File: src/assert_macros.svh
// assertion helper macros for the rtl files
// no dependencies; include by bare file name
`ifndef ASSERT_MACROS_SVH
`define ASSERT_MACROS_SVH

// same-cycle implication, sampled on the rising clock edge outside reset
`define LPDW_ASSERT_SAME(lbl, ante, cons, msg) \
   lbl: assert property (@(posedge clock) disable iff (reset) (ante) |-> (cons)) \
      else $error(msg);

// next-cycle implication, sampled on the rising clock edge outside reset
`define LPDW_ASSERT_NEXT(lbl, ante, cons, msg) \
   lbl: assert property (@(posedge clock) disable iff (reset) (ante) |=> (cons)) \
      else $error(msg);

`endif

File: src/lpdw_pkg.sv
// shared types and constants for the length-prefixed deframer with watchdog
// no dependencies
package lpdw_pkg;

   localparam int unsigned MAX_BODY      = 1024;
   localparam int unsigned LEN_W         = 11;
   localparam int unsigned MS_W          = 17;
   localparam int unsigned TIMEOUT_W     = 16;

   localparam logic [7:0]           TYPE_T        = 8'h54;
   localparam logic [MS_W-1:0]      MS_MAX        = {MS_W{1'b1}};
   localparam logic [TIMEOUT_W-1:0] TIMEOUT_RESET = 16'd1000;

   // input item kinds
   localparam logic [1:0] KIND_BYTE    = 2'd0;
   localparam logic [1:0] KIND_TICK    = 2'd1;
   localparam logic [1:0] KIND_CONNECT = 2'd2;
   localparam logic [1:0] KIND_PEER    = 2'd3;

   // result event codes
   localparam logic [2:0] EV_BYTE      = 3'd0;
   localparam logic [2:0] EV_EMPTY     = 3'd1;
   localparam logic [2:0] EV_BADLEN    = 3'd2;
   localparam logic [2:0] EV_HEARTBEAT = 3'd3;
   localparam logic [2:0] EV_PEER      = 3'd4;

   // framing phase, one-hot
   typedef enum logic [5:0] {
      PH_LEN0    = 6'b000001,
      PH_LEN1    = 6'b000010,
      PH_LEN2    = 6'b000100,
      PH_LEN3    = 6'b001000,
      PH_TYPE    = 6'b010000,
      PH_PAYLOAD = 6'b100000
   } phase_type;

   typedef struct packed {
      logic [1:0] kind;
      logic [7:0] data_byte;
   } req_type;

   typedef struct packed {
      logic [2:0] event_res;
      logic [7:0] payload_byte;
      logic       last;
   } rsp_type;

endpackage

File: src/length_prefixed_deframer_watchdog.sv
// Length-prefixed frame deframer with heartbeat watchdog.
// req channel: one item per transfer (link byte, millisecond tick, client
//   connect, peer close); req_ready is high whenever the input register is
//   empty or its item moves on in the same cycle.
// rsp channel: at most one event per item (T payload byte, empty T frame, or a
//   drop report for bad length, heartbeat timeout or peer close).
// csr channel: one write-only register, the heartbeat timeout in ticks
//   (0 disables the watchdog); csr_ready is always high. Write only while idle.
// Path: an accepted item is decoded in the input register and its event, if
//   any, is registered in the rsp register when the item advances.
// Throughput: one item per cycle unless rsp_ready stalls the result register;
//   the only loop is the framing state update between the two registers.
// Stall: while a result waits on rsp_ready, the input register holds one more
//   item and then req_ready drops; nothing is lost or repeated.
// Reset: link down, framing cleared, timeout 1000, both registers empty.
// A drop event means payload already passed out for the unfinished frame must
//   be discarded downstream.
// Depends on lpdw_pkg and assert_macros.svh.
`include "assert_macros.svh"

module length_prefixed_deframer_watchdog
   import lpdw_pkg::*;
(
   input  logic                 clock,
   input  logic                 reset,
   input  logic                 req_valid,
   output logic                 req_ready,
   input  req_type              req_data,
   output logic                 rsp_valid,
   input  logic                 rsp_ready,
   output rsp_type              rsp_data,
   input  logic                 csr_valid,
   output logic                 csr_ready,
   input  logic [TIMEOUT_W-1:0] csr_data
);

   // registers
   logic [TIMEOUT_W-1:0] timeout_ff;
   logic                 in_valid_ff;
   req_type              in_ff;
   logic                 rsp_valid_ff;
   rsp_type              rsp_ff;
   logic                 link_up_ff, link_up_in;
   phase_type            phase_ff, phase_in;
   logic [LEN_W-1:0]     body_length_ff, body_length_in;
   logic                 too_long_ff, too_long_in;
   logic [LEN_W-1:0]     bytes_left_ff, bytes_left_in;
   logic                 frame_is_t_ff, frame_is_t_in;
   logic [MS_W-1:0]      ms_ff, ms_in;

   logic                 advance;
   logic                 res_valid;
   rsp_type              res;
   logic                 drop;
   logic [LEN_W-1:0]     left_dec;
   logic [MS_W-1:0]      ms_inc;
   logic                 len_bad;

   // handshakes
   assign advance   = in_valid_ff && (!rsp_valid_ff || rsp_ready);
   assign req_ready = !in_valid_ff || advance;
   assign csr_ready = 1'b1;
   assign rsp_valid = rsp_valid_ff;
   assign rsp_data  = rsp_ff;

   assign left_dec = bytes_left_ff - LEN_W'(1);
   assign ms_inc   = (ms_ff == MS_MAX) ? ms_ff : ms_ff + MS_W'(1);
   assign len_bad  = too_long_ff || (in_ff.data_byte != 8'd0) ||
                     (body_length_ff == '0) ||
                     (body_length_ff > LEN_W'(MAX_BODY));

   // framing and watchdog update for the item in the input register
   always_comb begin
      link_up_in     = link_up_ff;
      phase_in       = phase_ff;
      body_length_in = body_length_ff;
      too_long_in    = too_long_ff;
      bytes_left_in  = bytes_left_ff;
      frame_is_t_in  = frame_is_t_ff;
      ms_in          = ms_ff;
      res_valid      = 1'b0;
      res            = '0;
      drop           = 1'b0;
      unique case (in_ff.kind)
         KIND_BYTE: begin
            if (link_up_ff) begin
               unique case (phase_ff)
                  PH_LEN0: begin
                     body_length_in = {3'b000, in_ff.data_byte};
                     too_long_in    = 1'b0;
                     phase_in       = PH_LEN1;
                  end
                  PH_LEN1: begin
                     body_length_in = {in_ff.data_byte[2:0], body_length_ff[7:0]};
                     too_long_in    = too_long_ff || (in_ff.data_byte[7:3] != 5'd0);
                     phase_in       = PH_LEN2;
                  end
                  PH_LEN2: begin
                     too_long_in = too_long_ff || (in_ff.data_byte != 8'd0);
                     phase_in    = PH_LEN3;
                  end
                  PH_LEN3: begin
                     if (len_bad) begin
                        drop          = 1'b1;
                        res.event_res = EV_BADLEN;
                     end else begin
                        bytes_left_in = body_length_ff;
                        phase_in      = PH_TYPE;
                     end
                  end
                  PH_TYPE: begin
                     frame_is_t_in = (in_ff.data_byte == TYPE_T);
                     bytes_left_in = left_dec;
                     if (left_dec == '0) begin
                        phase_in = PH_LEN0;
                        if (in_ff.data_byte == TYPE_T) begin
                           ms_in         = '0;
                           res_valid     = 1'b1;
                           res.event_res = EV_EMPTY;
                           res.last      = 1'b1;
                        end
                     end else begin
                        phase_in = PH_PAYLOAD;
                     end
                  end
                  PH_PAYLOAD: begin
                     bytes_left_in    = left_dec;
                     res.event_res    = EV_BYTE;
                     res.payload_byte = in_ff.data_byte;
                     res_valid        = frame_is_t_ff;
                     if (left_dec == '0) begin
                        phase_in = PH_LEN0;
                        res.last = 1'b1;
                        if (frame_is_t_ff) begin
                           ms_in = '0;
                        end
                     end
                  end
                  default: begin
                     phase_in = PH_LEN0;
                  end
               endcase
            end
         end
         KIND_TICK: begin
            if (link_up_ff) begin
               ms_in = ms_inc;
               if ((timeout_ff != '0) && (ms_inc > {1'b0, timeout_ff})) begin
                  drop          = 1'b1;
                  res.event_res = EV_HEARTBEAT;
               end
            end
         end
         KIND_CONNECT: begin
            if (!link_up_ff) begin
               link_up_in     = 1'b1;
               phase_in       = PH_LEN0;
               body_length_in = '0;
               too_long_in    = 1'b0;
               bytes_left_in  = '0;
               frame_is_t_in  = 1'b0;
               ms_in          = '0;
            end
         end
         KIND_PEER: begin
            if (link_up_ff) begin
               drop          = 1'b1;
               res.event_res = EV_PEER;
            end
         end
         default: begin
         end
      endcase
      // any drop reports an event, takes the link down and clears the framing state and heartbeat counter
      if (drop) begin
         res_valid      = 1'b1;
         res.last       = 1'b0;
         link_up_in     = 1'b0;
         phase_in       = PH_LEN0;
         body_length_in = '0;
         too_long_in    = 1'b0;
         bytes_left_in  = '0;
         frame_is_t_in  = 1'b0;
         ms_in          = '0;
      end
   end

   // control state
   always_ff @(posedge clock) begin
      if (reset) begin
         timeout_ff     <= TIMEOUT_RESET;
         in_valid_ff    <= 1'b0;
         rsp_valid_ff   <= 1'b0;
         link_up_ff     <= 1'b0;
         phase_ff       <= PH_LEN0;
         body_length_ff <= '0;
         too_long_ff    <= 1'b0;
         bytes_left_ff  <= '0;
         frame_is_t_ff  <= 1'b0;
         ms_ff          <= '0;
      end else begin
         if (csr_valid && csr_ready) begin
            timeout_ff <= csr_data;
         end
         if (req_ready) begin
            in_valid_ff <= req_valid;
         end
         if (advance) begin
            rsp_valid_ff   <= res_valid;
            link_up_ff     <= link_up_in;
            phase_ff       <= phase_in;
            body_length_ff <= body_length_in;
            too_long_ff    <= too_long_in;
            bytes_left_ff  <= bytes_left_in;
            frame_is_t_ff  <= frame_is_t_in;
            ms_ff          <= ms_in;
         end else if (rsp_ready) begin
            rsp_valid_ff <= 1'b0;
         end
      end
   end

   // payload registers
   always_ff @(posedge clock) begin
      if (req_valid && req_ready) begin
         in_ff <= req_data;
      end
      if (advance && res_valid) begin
         rsp_ff <= res;
      end
   end

   // checks
   `LPDW_ASSERT_NEXT(a_drop_takes_link_down, advance && drop, !link_up_ff,
      "link still up after a drop event")
   `LPDW_ASSERT_SAME(a_down_is_clear, !link_up_ff,
      (phase_ff == PH_LEN0) && (ms_ff == '0) && (bytes_left_ff == '0) && !frame_is_t_ff,
      "framing state not cleared while link is down")
   `LPDW_ASSERT_NEXT(a_done_frame_restarts_watchdog, advance && res_valid && res.last,
      ms_ff == '0, "heartbeat counter not restarted by a completed frame")
   `LPDW_ASSERT_SAME(a_no_result_while_down, advance && !link_up_ff, !res_valid,
      "result produced while link is down")

endmodule
File: config.mk
export PLATFORM = sky130hd
export DESIGN_NAME = length_prefixed_deframer_watchdog
export DESIGN_NICKNAME = d
export VERILOG_FILES = /design/src/lpdw_pkg.sv /design/src/length_prefixed_deframer_watchdog.sv
export VERILOG_INCLUDE_DIRS = /design/src /design/src/src
export SDC_FILE = /design/constraint.sdc
export NUM_CORES = 1
export LEC_CHECK = 0
export ABC_AREA = 1
export BUFFER_PORTS_ARGS = -buffer_cell sky130_fd_sc_hd__clkbuf_2
export CORE_ASPECT_RATIO = 0.5
export CORE_MARGIN = 2
export CORE_UTILIZATION = 30
export DETAILED_ROUTE_END_ITERATION = 8
export GPL_ROUTABILITY_DRIVEN = 0
export SLEW_MARGIN = 0
export SYNTH_ARGS = -nofsm -noshare
export SYNTH_HDL_FRONTEND = slang
export SYNTH_SLANG_ARGS = --single-unit
File: constraint.sdc
create_clock -name clock -period 6.1 [get_ports clock]
set_input_delay 1.22 -clock clock [delete_from_list [all_inputs] [get_ports clock]]
set_output_delay 1.22 -clock clock [all_outputs]
set_load 0.03 [all_outputs]
Word-level counts from Yosys, hierarchy flattened

Index checks and enable logic that the tools add are counted.

$add $sub $neg: 2
Order comparisons: 2
Equality and inequality tests: 26
Multiplexer cells: 67
Bitwise logic cells: 2
Reduce and logical (&&, ||, !) cells: 33

Operators with widths:

| cell                                                                  | number |
|---|---|
| 17-bit two-way mux                                                    | 9 |
| 11-bit case mux with 2 select lines                                   | 4 |
| 11-bit two-way mux                                                    | 6 |
| 17-bit case mux with 3 select lines                                   | 1 |
| 6-bit two-way mux                                                     | 6 |
| 6-bit case mux with 6 select lines                                    | 1 |
| 17-bit case mux with 2 select lines                                   | 1 |
| 1-bit two-way mux                                                     | 24 |
| 11-bit zero test                                                      | 2 |
| 4-bit inequality test, second input constant                          | 5 |
| 6-bit AND reduction                                                   | 3 |
| 17-bit by 1-bit adder with 17-bit output, second input constant       | 1 |
| 17-bit equality test, second input constant                           | 1 |
| 17-bit by 16-bit greater-than comparator with 1-bit output            | 1 |
| 16-bit nonzero test                                                   | 1 |
| 5-bit AND reduction                                                   | 3 |
| 12-bit two-way mux                                                    | 1 |
| 3-bit inequality test, second input constant                          | 4 |
| 6-bit case mux with 2 select lines                                    | 1 |
| 11-bit greater-than comparator, second input constant                 | 1 |
| 11-bit by 1-bit subtractor with 11-bit output, second input constant  | 1 |
| 10-bit AND reduction                                                  | 1 |
| 3-bit case mux with 3 select lines                                    | 1 |
| 8-bit by 7-bit equality test with 1-bit output, second input constant | 1 |
| other kinds (32)                                                      | 52 |

Register bits after elaboration: 88
Input port bits: 31
Output and inout port bits: 15

Depth between registers and ports, before layout

Gate-level depths: netlist (run 1).

Word-level depth: 10
Depth in mapped cells: 31

Worst setup path after synthesis (run 1)

Ideal clock, no wire load.

Path type: register to register
Start point: reg ms_ff[0]
End point: reg rsp_ff (netlist bit rsp_data[0]) (enable)
Data arrival time: 3024 ps
Data required time: 5756 ps
Setup slack: 2732 ps
Cell stages (with the launch flop): 27
Buffers on the path: 1
Cell sequence: dfxtp_1 ha_1 inv_1 nor2_1 nand2_1 nor2_2 nand2_1 buf_2 nand2_1 nor2_1 nand2_1 xor2_1 ha_1 nand2_1 nor2_1 nand3b_1 nand3_1 nand2_1 nand2_1 nand2_1 nand2_1 nand3_1 nand3_1 inv_1 nand2_1 nand2_1 inv_1

Word-level cells in the longest chain between the ends: 9

Ends and longest elaborated chain:

| what                                                                             | RTL line                                 | source |
|---|---|---|
| start, declared                                                                  | length_prefixed_deframer_watchdog.sv:49  | `logic [MS_W-1:0] ms_ff, ms_in;` |
| start signal, assigned                                                           | length_prefixed_deframer_watchdog.sv:216 | `ms_ff <= ms_in;` |
| 17-bit by 1-bit adder with 17-bit output or 17-bit equality test (tied branches) | length_prefixed_deframer_watchdog.sv:67  | `assign ms_inc = (ms_ff == MS_MAX) ? ms_ff : ms_ff + MS_W'(1);` |
| 17-bit two-way mux (*)                                                           | length_prefixed_deframer_watchdog.sv:67  |  |
| 17-bit by 16-bit greater-than comparator with 1-bit output (*)                   | length_prefixed_deframer_watchdog.sv:148 | `if ((timeout_ff != '0) && (ms_inc > {1'b0, timeout_ff})) begin` |
| 1-bit logical AND (*)                                                            | length_prefixed_deframer_watchdog.sv:148 |  |
| 1-bit two-way mux (*)                                                            | length_prefixed_deframer_watchdog.sv:148 |  |
| 1-bit two-way mux (*)                                                            | length_prefixed_deframer_watchdog.sv:146 | `if (link_up_ff) begin` |
| 1-bit case mux with 3 select lines (*)                                           | length_prefixed_deframer_watchdog.sv:84  | `unique case (in_ff.kind)` |
| 1-bit two-way mux (*)                                                            | length_prefixed_deframer_watchdog.sv:175 | `if (drop) begin` |
| 1-bit logical AND (*)                                                            | length_prefixed_deframer_watchdog.sv:228 | `if (advance && res_valid) begin` |
| end signal, assigned                                                             | length_prefixed_deframer_watchdog.sv:229 | `rsp_ff <= res;` |
| end, declared                                                                    | length_prefixed_deframer_watchdog.sv:42  | `rsp_type rsp_ff;` |

Every way passes the cells marked *; elsewhere a longest branch is shown, timed or not.
A chain may end at the register's enable or synchronous reset.

Worst setup path after layout (run 1)

Start point: reg ms_ff[0]
End point: reg body_length_ff[8]

Word-level cells in the longest chain between the ends: 9

Ends and longest elaborated chain:

| what                                                                               | RTL line                                 | source |
|---|---|---|
| 17-bit by 1-bit adder with 17-bit output or 17-bit equality test (tied branches)   | length_prefixed_deframer_watchdog.sv:67  |  |
| 17-bit two-way mux (*)                                                             | length_prefixed_deframer_watchdog.sv:67  |  |
| 17-bit by 16-bit greater-than comparator with 1-bit output (*)                     | length_prefixed_deframer_watchdog.sv:148 |  |
| 1-bit logical AND (*)                                                              | length_prefixed_deframer_watchdog.sv:148 |  |
| 1-bit two-way mux (*)                                                              | length_prefixed_deframer_watchdog.sv:148 |  |
| 1-bit two-way mux (*)                                                              | length_prefixed_deframer_watchdog.sv:146 |  |
| 1-bit case mux with 3 select lines (*)                                             | length_prefixed_deframer_watchdog.sv:84  |  |
| 4-bit by 2-bit inequality test with 1-bit output (no line) (tied with other cells) | n/a                                      |  |
| 5-bit AND reduction (no line)                                                      | n/a                                      |  |
| end signal, assigned                                                               | length_prefixed_deframer_watchdog.sv:212 | `body_length_ff <= body_length_in;` |
| end, declared                                                                      | length_prefixed_deframer_watchdog.sv:45  | `logic [LEN_W-1:0] body_length_ff, body_length_in;` |

Marks and branches as above.

==> results.cfg, run 1 <==
[status]
status = completed

[timing]
relSlewSlack = 0.520
finalSetupTns_ns = 0
fin_skew_ns = 0.00860
setup_viol = 0
hold_ws_ns = 0.483
max_freq_mhz = 225
rsz0062_at_grt = no
layout_min_cycle_time_ns = 4.44
finalCritPeriodShare = 0.728
tightest_slew_ns = 0.713
drv_slew = 0
finalHoldViolCount = 0

[floorplan]
chipHeight_um = 98.9
die_w_um = 194
rows = 34
start_util = 0.309
ios = 46
dieArea_mm2 = 0.0192
coreArea_mm2 = 0.0175

[cts]
numCtsBuffers = 9
clk_pin_slew_ns = 0.07
cts_tree = done
post_cts_buffers = 0
cts_resized = 0
root_buffer = clkbuf_16
clockBufferDepth = 2
cts_max_level = 3
cts_num_sinks = 88
cts_hold_buf = 0
clock_latency_ns = 0.35

[synth]
ys_types = 45
synthTopCellsByCount = 193 x nand2_1, 150 x nor2_1, 109 x inv_1, 66 x dfxtp_1, 50 x nand3_1
synth_flop_cell = dfxtp_1
synth_nets = 855
synth_edf_count = 22
synth_top_area_frac = 0.245
yosysWarnings = 0
syn_area_mm2 = 0.00540
synth.largest_area_cell = dfxtp_1
synth_seq_cells = 88
synthCells = 805
synth_area_leaders = dfxtp_1 24%, nand2_1 13%, edfxtp_1 12%
synth_area_per_cell_um2 = 6.71
synth-async-reset-ratio = 0
yosysMostFrequentCell = nand2_1
synth-seq-area-share = 0.367

[place]
io_buffers = 44
hpwlAfterDp_um = 10100
dpl_cell_area_mm2 = 0.00580

[grt]
antenna_found_initial = 0
overflow = 0
grt_pass1_wl_um = 22600
grt_pass1_vias = 4817
track_usage = 0.143
grt_max_degree = 48

[critical_path]
path_buf_inv = 1
crit_arrival_ns = 4.73
crit_path_end_kind = flip-flop
crit_fanout = 17
cp.required_ns = 6.39
crit_top_cell = nand2_1
max_stage_delay_ns = 0.44
crit_slowest_cell = nand2_1
cp-start-kind = flip-flop
critPathTopFamily = simple AND/OR/NAND/NOR gates
crit_type = flip-flop to flip-flop

[finish]
area_growth_pct = 12.8
final_core_util = 0.349
fillers = 1856
stdcell_area_mm2 = 0.00609
layout-drive-gt1-share = 0.115
layout.nets = 889
antenna_cells = 0

[route]
antenna_left = 0
first_pass_iters = 5
wl_per_cell_um = 12.3
drt_wl_total_um = 13300
vias = 5006
drc = 0
drt_iter0_drc = 296
routed_via_density = 4.64

[worst_hold_path]
hold_class = flip-flop to flip-flop

[power_and_ir_drop]
power_frac_clock = 0.379
swShare = 0.313
seqPwrFrac = 0.447
p_int_mw = 1.01
leakage_nw = 2.92
peakVddDrop_mv = 0.139
p_switching_mw = 0.457
pwr_density_cell_mw_per_mm2 = 240
combPwrFrac = 0.174

[run]
cap_violations = 0
==> cell families after synthesis <==
| logic type | after synthesis | synth area share |
|---|---|---|
| other | 1 | 0.000694 |
| DFF | 88 | 0.367 |
| adders and majority gates | 19 | 0.0440 |
| buffers and inverters | 138 | 0.104 |
| xor gates and xnor gates | 17 | 0.0324 |
| AOI/OAI and AO/OA | 77 | 0.0776 |
| and+or+nand+nor | 465 | 0.375 |
==> per-stage QoR <==
stage               cells  power (mW)  setup WS, ns
global placement     1062       0.915          1.86
CTS                  1078        1.48          1.74
floorplan             805       0.860          2.73
detailed placement   1062       0.921          1.78
global route         1078        1.55          1.18
finish               1078        1.46          1.66
==> cell type report <==
type,instances,area [µm²],share of cell area
Clock buffer,9,225,0.0370
Inverter,116,438,0.0719
Multi-Input combinational cell,579,2860,0.469
Sequential cell,88,1980,0.325
Timing Repair Buffer,45,228,0.0374
Clock inverter,7,68.8,0.0113
Tap cell,234,293,0.0480
==> state kept, by name (all words and copies together) (netlist names) <==
name and count:
rsp_data 12, body_length_ff 11, phase_ff 6, ms_ff 17, link_up_ff 1, timeout_ff 16
rsp_valid 1, in_valid_ff 1, in_ff 10, bytes_left_ff 11, too_long_ff 1, frame_is_t_ff 1
==> worst paths after layout <==
kind,start,to,slack [ns],depth (start not counted)
hold reg to reg,phase_ff[0],phase_ff[0],0.48,2
setup reg to reg,ms_ff[0],body_length_ff[8],1.66,28
setup / recovery,ms_ff[0],body_length_ff[8],1.66,28
hold / removal,phase_ff[0],phase_ff[0],0.48,2
==> worst reg2reg max path: cells and delay by family, from the launching register on <==
family,cells,cell delay (ns)
AOI/OAI and AO/OA,3,0.49
adders and majority gates,2,0.52
buffers and inverters,1,0.08
DFF,1,0.39
and+or+nand+nor,22,2.89
==> power groups by stage <==
stage                     registers, mW  logic (mW)  clock network [mW]
final                             0.653       0.255               0.554
after global routing              0.658       0.295               0.593
after CTS                         0.653       0.256               0.567
after detailed placement          0.666       0.255                   0
after global placement            0.665       0.250                   0
after floorplan                   0.659       0.201                   0
==> placed cells by master, fill, tap and decap left out, types with 2 or more instances in the layout <==
cell / n
a21oi_1: 30
and2_1: 2
clkbuf_16: 9
clkbuf_2: 44
clkinv_1: 2
clkinv_4: 2
dfxtp_1: 66
edfxtp_1: 22
ha_1: 19
inv_1: 109
inv_2: 4
inv_6: 2
inv_8: 3
nand2_1: 193
nand2_2: 8
nand2_4: 2
nand3_1: 50
nand4_1: 22
nor2_1: 150
nor2_2: 8
nor2_4: 2
nor2_8: 2
nor3_1: 18
nor4_1: 3
o21ai_0: 32
o21ai_1: 6
xor2_1: 15
==> metal layers <==
layer | wire, µm | track usage | share of wire
met5 | 0 | 0 | 0
met2 | 6540 | 0.256 | 0.49
met4 | 211 | 0.0505 | 0.016
met1 | 6000 | 0.174 | 0.45
met3 | 503 | 0.0277 | 0.038
(Power assumes the default switching activity.)
==> run 2, diff against run 1 <==
--- a/config.mk
+++ b/config.mk
@@ -6,7 +6,7 @@
 export SDC_FILE = /design/constraint.sdc
 export NUM_CORES = 1
 export LEC_CHECK = 0
-export ABC_AREA = 1
+export ABC_AREA = 0
 export BUFFER_PORTS_ARGS = -buffer_cell sky130_fd_sc_hd__clkbuf_2
 export CORE_ASPECT_RATIO = 0.5
 export CORE_MARGIN = 2
==> constraint.sdc (replaced) <==
create_clock -name clock -period 3.6 [get_ports clock]
set_input_delay 0.72 -clock clock [delete_from_list [all_inputs] [get_ports clock]]
set_output_delay 0.72 -clock clock [all_outputs]
set_load 0.03 [all_outputs]
==> results.cfg, run 2 <==
[floorplan]
chipHeight_um = 94.6
start_util = 0.304
ios = 46
rows = 33
die_w_um = 185
dieArea_mm2 = 0.0175
coreArea_mm2 = 0.0162

[power_and_ir_drop]
leakage_nw = 2.71
peakVddDrop_mv = 0.215
p_int_mw = 1.71
p_switching_mw = 0.547
combPwrFrac = 0.072
pwr_density_cell_mw_per_mm2 = 344
power_frac_clock = 0.458
seqPwrFrac = 0.469
p_total_mw = 2.26
swShare = 0.243

[finish]
final_core_util = 0.405
largest_register_ffs = 17
stdcell_area_mm2 = 0.00657
top_register = ms_ff
layout_common_cells = 73 x buf_4, 60 x dfxtp_1, 46 x nor2_1
fillers = 1583
antenna_cells = 0
layout-drive-gt1-share = 0.307
area_growth_pct = 33.4
layout.nets = 719
seq_area_mm2 = 0.00199
mostFrequentLayoutCell = buf_4
multi_input_area_mm2 = 0.00298

[route]
vias = 4687
drc = 0
first_pass_iters = 5
drt_wl_total_um = 14200
wl_per_cell_um = 15.7
routed_via_density = 5.20
drt_iter0_drc = 328
antenna_left = 0

[status]
violations = negative setup slack
status = finished, violations left

[synth]
ys_types = 70
syn_area_mm2 = 0.00493
synth_area_per_cell_um2 = 8.80
synthCells = 560
synth_area_leaders = dfxtp_1 27%, edfxtp_1 13%, ha_1 4.8%
yosysMostFrequentCell = dfxtp_1
synth_nets = 610
synth_flop_cell = dfxtp_1
synth.largest_area_cell = dfxtp_1
synth_edf_count = 22
synth_top_area_frac = 0.268
synthTopCellsByCount = 66 x dfxtp_1, 49 x nor2_1, 43 x a21oi_1, 42 x nand2_1, 30 x o21ai_0
synth-async-reset-ratio = 0
synth_seq_cells = 88
yosysWarnings = 0
synth-seq-area-share = 0.402

[cts]
root_buffer = clkbuf_16
cts_max_level = 3
clockBufferDepth = 2
cts_num_sinks = 88
cts_hold_buf = 0
numCtsBuffers = 9
clock_latency_ns = 0.35
cts_tree = done
clk_pin_slew_ns = 0.06

[critical_path]
r2r-start = ms_ff[1]
cp-start-kind = flip-flop
cp.required_ns = 3.72
r2r_end = rsp_data[4]
rrSetupSlack_ns = -0.22
r2r_cells = 20
crit_arrival_ns = 3.94
crit_type = flip-flop to flip-flop
crit_path_end_kind = flip-flop
crit_fanout = 6

[timing]
drv_slew = 0
setup_viol = 52
rsz0062_at_grt = yes
max_freq_mhz = 262
fin_ws_ns = -0.223
relSlewSlack = 0.385
fin_skew_ns = 0.00919
finalCritPeriodShare = 1.06
layout_min_cycle_time_ns = 3.82
finalHoldViolCount = 0
tightest_slew_ns = 0.922

[place]
io_buffers = 44
dpl_cell_area_mm2 = 0.00580
place_ws_ns = -0.182
hpwlAfterDp_um = 9600

[grt]
grt_max_degree = 29
antenna_found_initial = 0
grt_pass1_vias = 4471
grt_pass1_wl_um = 22700
overflow = 0
track_usage = 0.166

[worst_hold_path]
min_to = too_long_ff
hp-start = too_long_ff
hold_depth = 1
hold_class = flip-flop to flip-flop

[run]
cap_violations = 0
-- run 2: changes by cell type in the layout (fill, tap and decap cells not counted), sizes merged, moves of 12 or more --
cell | before | now
a21oi | 32 | 45
nand3 | 51 | 20
buf | 1 | 82
nor2 | 162 | 49
nand4 | 22 | 10
and3 | 0 | 15
nand2 | 203 | 42
inv | 119 | 25
a22o | 0 | 19
-- run 2: worst max path at each step --
stage,startpoint,endpoint,slack (ns),cells past startpoint
finish,ms_ff[1],rsp_data[4],-0.22,20
global route,ms_ff[1],ms_ff[5],-0.39,20
CTS,ms_ff[7],ms_ff[5],-0.11,20
detailed placement,ms_ff[0],rsp_data[6],-0.18,18
floorplan,ms_ff[4],ms_ff[4],-0.04,19
global placement,ms_ff[0],rsp_data[6],-0.16,18
-- run 2: cell type report --
class	count	share of cell area
Inverter	24	0.0137
Tap cell	227	0.0432
Multi-Input combinational cell	419	0.453
Clock buffer	10	0.0349
Sequential cell	88	0.303
Timing Repair Buffer	127	0.138
Clock inverter	6	0.0141
-- run 2: repair_timing --
item                                    CTS  global route
buffers inserted                         28             3
gates cloned                              2             0
pin swaps                                25            17
endpoints found under the setup margin   50            62
resized for setup                        26            17
-- run 2: per-layer routing --
| layer | up-vias | GRT usage | part of all wire |
|---|---|---|---|
| met2 | 123 | 0.269 | 0.45 |
| met1 | 2256 | 0.221 | 0.49 |
| li1 | 2291 | - | - |
| met5 | - | 0 | 0 |
| met4 | 0 | 0.0450 | 0.012 |
| met3 | 17 | 0.0405 | 0.052 |
-- run 2: worst max-delay path, stage by stage (launching register included) --
cell and delay [ns]:
dfxtp_2 0.33, ha_4 0.15, and3_4 0.18, nand4_1 0.11, and4_4 0.23, buf_6 0.10
nand4_1 0.11, buf_4 0.18, xnor2_4 0.21, ha_4 0.24, nand4_1 0.10, buf_4 0.14
nor2_1 0.04, a211o_1 0.30, buf_6 0.14, o21ai_4 0.20, nand2_1 0.10, a21o_1 0.21
o21ai_2 0.20, a21oi_4 0.11, clkbuf_16 0.20
-- run 2: power groups by stage --
| stage | sequential [mW] | clock [mW] | combinational (mW) |
|---|---|---|---|
| floorplan | 1.07 | 0 | 0.0985 |
| global placement | 1.08 | 0 | 0.145 |
| detailed placement | 1.08 | 0 | 0.147 |
| CTS | 1.06 | 1.05 | 0.157 |
| global route | 1.06 | 1.10 | 0.180 |
| finish | 1.06 | 1.03 | 0.163 |
-- run 2: cell families (layout without fill, tap and decap cells) --
family	count (synthesis)	after routing	share of synthesized area
other cells	1	1	0.000761
simple gates	221	221	0.244
xor+xnor	21	21	0.0373
mux	11	11	0.0226
buf+inv	53	167	0.0422
flops	88	88	0.402
fa+ha+maj	19	19	0.0483
compound gates	146	146	0.203
-- run 2: stage by stage --
step | instances | hold slack, ns | setup TNS (ns)
after CTS | 900 | 0.495 | -1.93
after floorplan | 560 | 0.450 | -0.174
final | 901 | 0.507 | -6.38
after detailed placement | 855 | 0.480 | -4.91
after global routing | 901 | 0.519 | -15.91
after global placement | 855 | 0.475 | -3.89
==> run 3, diff against run 2 <==
==> constraint.sdc (replaced) <==
create_clock -name clock -period 3.7 [get_ports clock]
set_input_delay 0.74 -clock clock [delete_from_list [all_inputs] [get_ports clock]]
set_output_delay 0.74 -clock clock [all_outputs]
set_load 0.03 [all_outputs]
==> results.cfg, run 3 (synthesis gave the netlist of run 2 again) <==
[status]
status = completed

[place]
place_ws_ns = -0.0407
hpwlAfterDp_um = 9580
dpl_cell_area_mm2 = 0.00572
dp_cells = 846
io_buffers = 44

[critical_path]
crit_arrival_ns = 3.96
cp-start-kind = flip-flop
crit_slowest_cell = or3_1
crit_chain = nand4_1, nor3_4, nand4_1, buf_4, mux2_2, ha_4, nand4_1, o221a_1, nor4_4, o21ai_4, buf_4, a211oi_4, nor2_4, or3_1, a311oi_2
crit_fanout = 7
crit_path_end_kind = flip-flop
cp.required_ns = 3.96
crit_type = flip-flop to flip-flop
path_buf_inv = 2
max_stage_delay_ns = 0.37
r2r-start = ms_ff[5]
crit_top_cell = nand4_1
critPathTopFamily = simple AND/OR/NAND/NOR gates
cp-startpoint = ms_ff[5]

[finish]
layoutNonFillerInstCount = 878
seq_area_mm2 = 0.00199
largest_register_ffs = 17
area_growth_pct = 30.9
top_register = ms_ff
mostFrequentLayoutCell = dfxtp_1
multi_input_area_mm2 = 0.00308
layout_common_cells = 59 x dfxtp_1, 53 x buf_4, 44 x nor2_1, 44 x clkbuf_2, 38 x nand2_1
fillers = 1628
layout-drive-gt1-share = 0.312
antenna_cells = 0
stdcell_area_mm2 = 0.00645
layout.nets = 696

[cts]
root_buffer = clkbuf_16
clock_latency_ns = 0.35
clk_pin_slew_ns = 0.07
clockBufferDepth = 2
cts_num_sinks = 88
cts_hold_buf = 0
numCtsBuffers = 9
cts_max_level = 3
cts_tree = done

[floorplan]
dieArea_mm2 = 0.0175
start_util = 0.304
coreArea_mm2 = 0.0162
rows = 33
chipHeight_um = 94.6
ios = 46
die_w_um = 185

[timing]
fin_skew_ns = 0.00763
max_freq_mhz = 270
finalHoldViolCount = 0
finalSetupTns_ns = 0
relSlewSlack = 0.260
finalCritPeriodShare = 1.00
layout_min_cycle_time_ns = 3.70
setup_viol = 0
fin_ws_ns = 0.00126
rsz0062_at_grt = yes
hold_ws_ns = 0.496
tightest_slew_ns = 1.10
drv_slew = 0

[route]
drc = 0
vias = 4575
antenna_left = 0
first_pass_iters = 4
routed_via_density = 5.21
drt_wl_total_um = 13700
drt_iter0_drc = 322
wl_per_cell_um = 15.6

[grt]
track_usage = 0.159
grt_max_degree = 31
antenna_found_initial = 0
grt_pass1_vias = 4320
overflow = 0
grt_pass1_wl_um = 22000

[worst_hold_path]
hold_class = flip-flop to flip-flop
hp-start = too_long_ff

[power_and_ir_drop]
leakage_nw = 2.64
peakVddDrop_mv = 0.202
pwr_density_cell_mw_per_mm2 = 332

[run]
cap_violations = 0
[run 3: cell count changes in the layout (fill, tap and decap cells not counted), sizes merged]
cell | before | now
buf | 82 | 59
clkbuf | 55 | 53
clkinvlp | 2 | 1
inv | 25 | 27
a21oi | 45 | 46
clkinv | 1 | 2
bufinv | 2 | 1
[run 3: area by class of cell]
type,count,area share
tap,227,0.0440
sequential,88,0.309
clock inverter,7,0.0120
multi-input combinational,420,0.477
clock buffer,9,0.0349
timing repair buffer,103,0.109
inverter,24,0.0140
[run 3: path summary, 6_finish.rpt]
kind / slack [ns] / end / cells after the start
min: 0.50 / too_long_ff / 1
min reg2reg: 0.50 / too_long_ff / 1
max reg2reg: 0.001 / bytes_left_ff[0] / 15
max: 0.001 / bytes_left_ff[0] / 15
[run 3: stage by stage]
step / utilization / power [mW]
3_3_place_gp: 0.352 / 1.19
3_5_place_dp: 0.352 / 1.19
6_report: 0.397 / 2.14
2_1_floorplan: - / 1.13
4_1_cts: 0.378 / 2.14
5_1_grt: 0.397 / 2.23
[run 3: repair_timing]
action	in CTS	in global routing
pin swaps	7	35
setup endpoints to repair	30	55
gates resized for setup	14	47
setup buffers	3	12
cloned	1	1
[run 3: power by group]
part	internal [mW]	leakage, nW	total, mW	switching (mW)
logic	0.0661	1.71	0.167	0.101
registers	1.01	0.776	1.03	0.0245
clock network	0.531	0.147	0.944	0.413
[run 3: per-layer routing]
| layer | global-route usage | vias to the layer above | share of wire |
|---|---|---|---|
| met1 | 0.218 | 2194 | 0.50 |
| met4 | 0.0403 | 0 | 0.0095 |
| li1 | - | 2249 | - |
| met5 | 0 | - | 0 |
| met2 | 0.257 | 121 | 0.44 |
| met3 | 0.0336 | 11 | 0.046 |
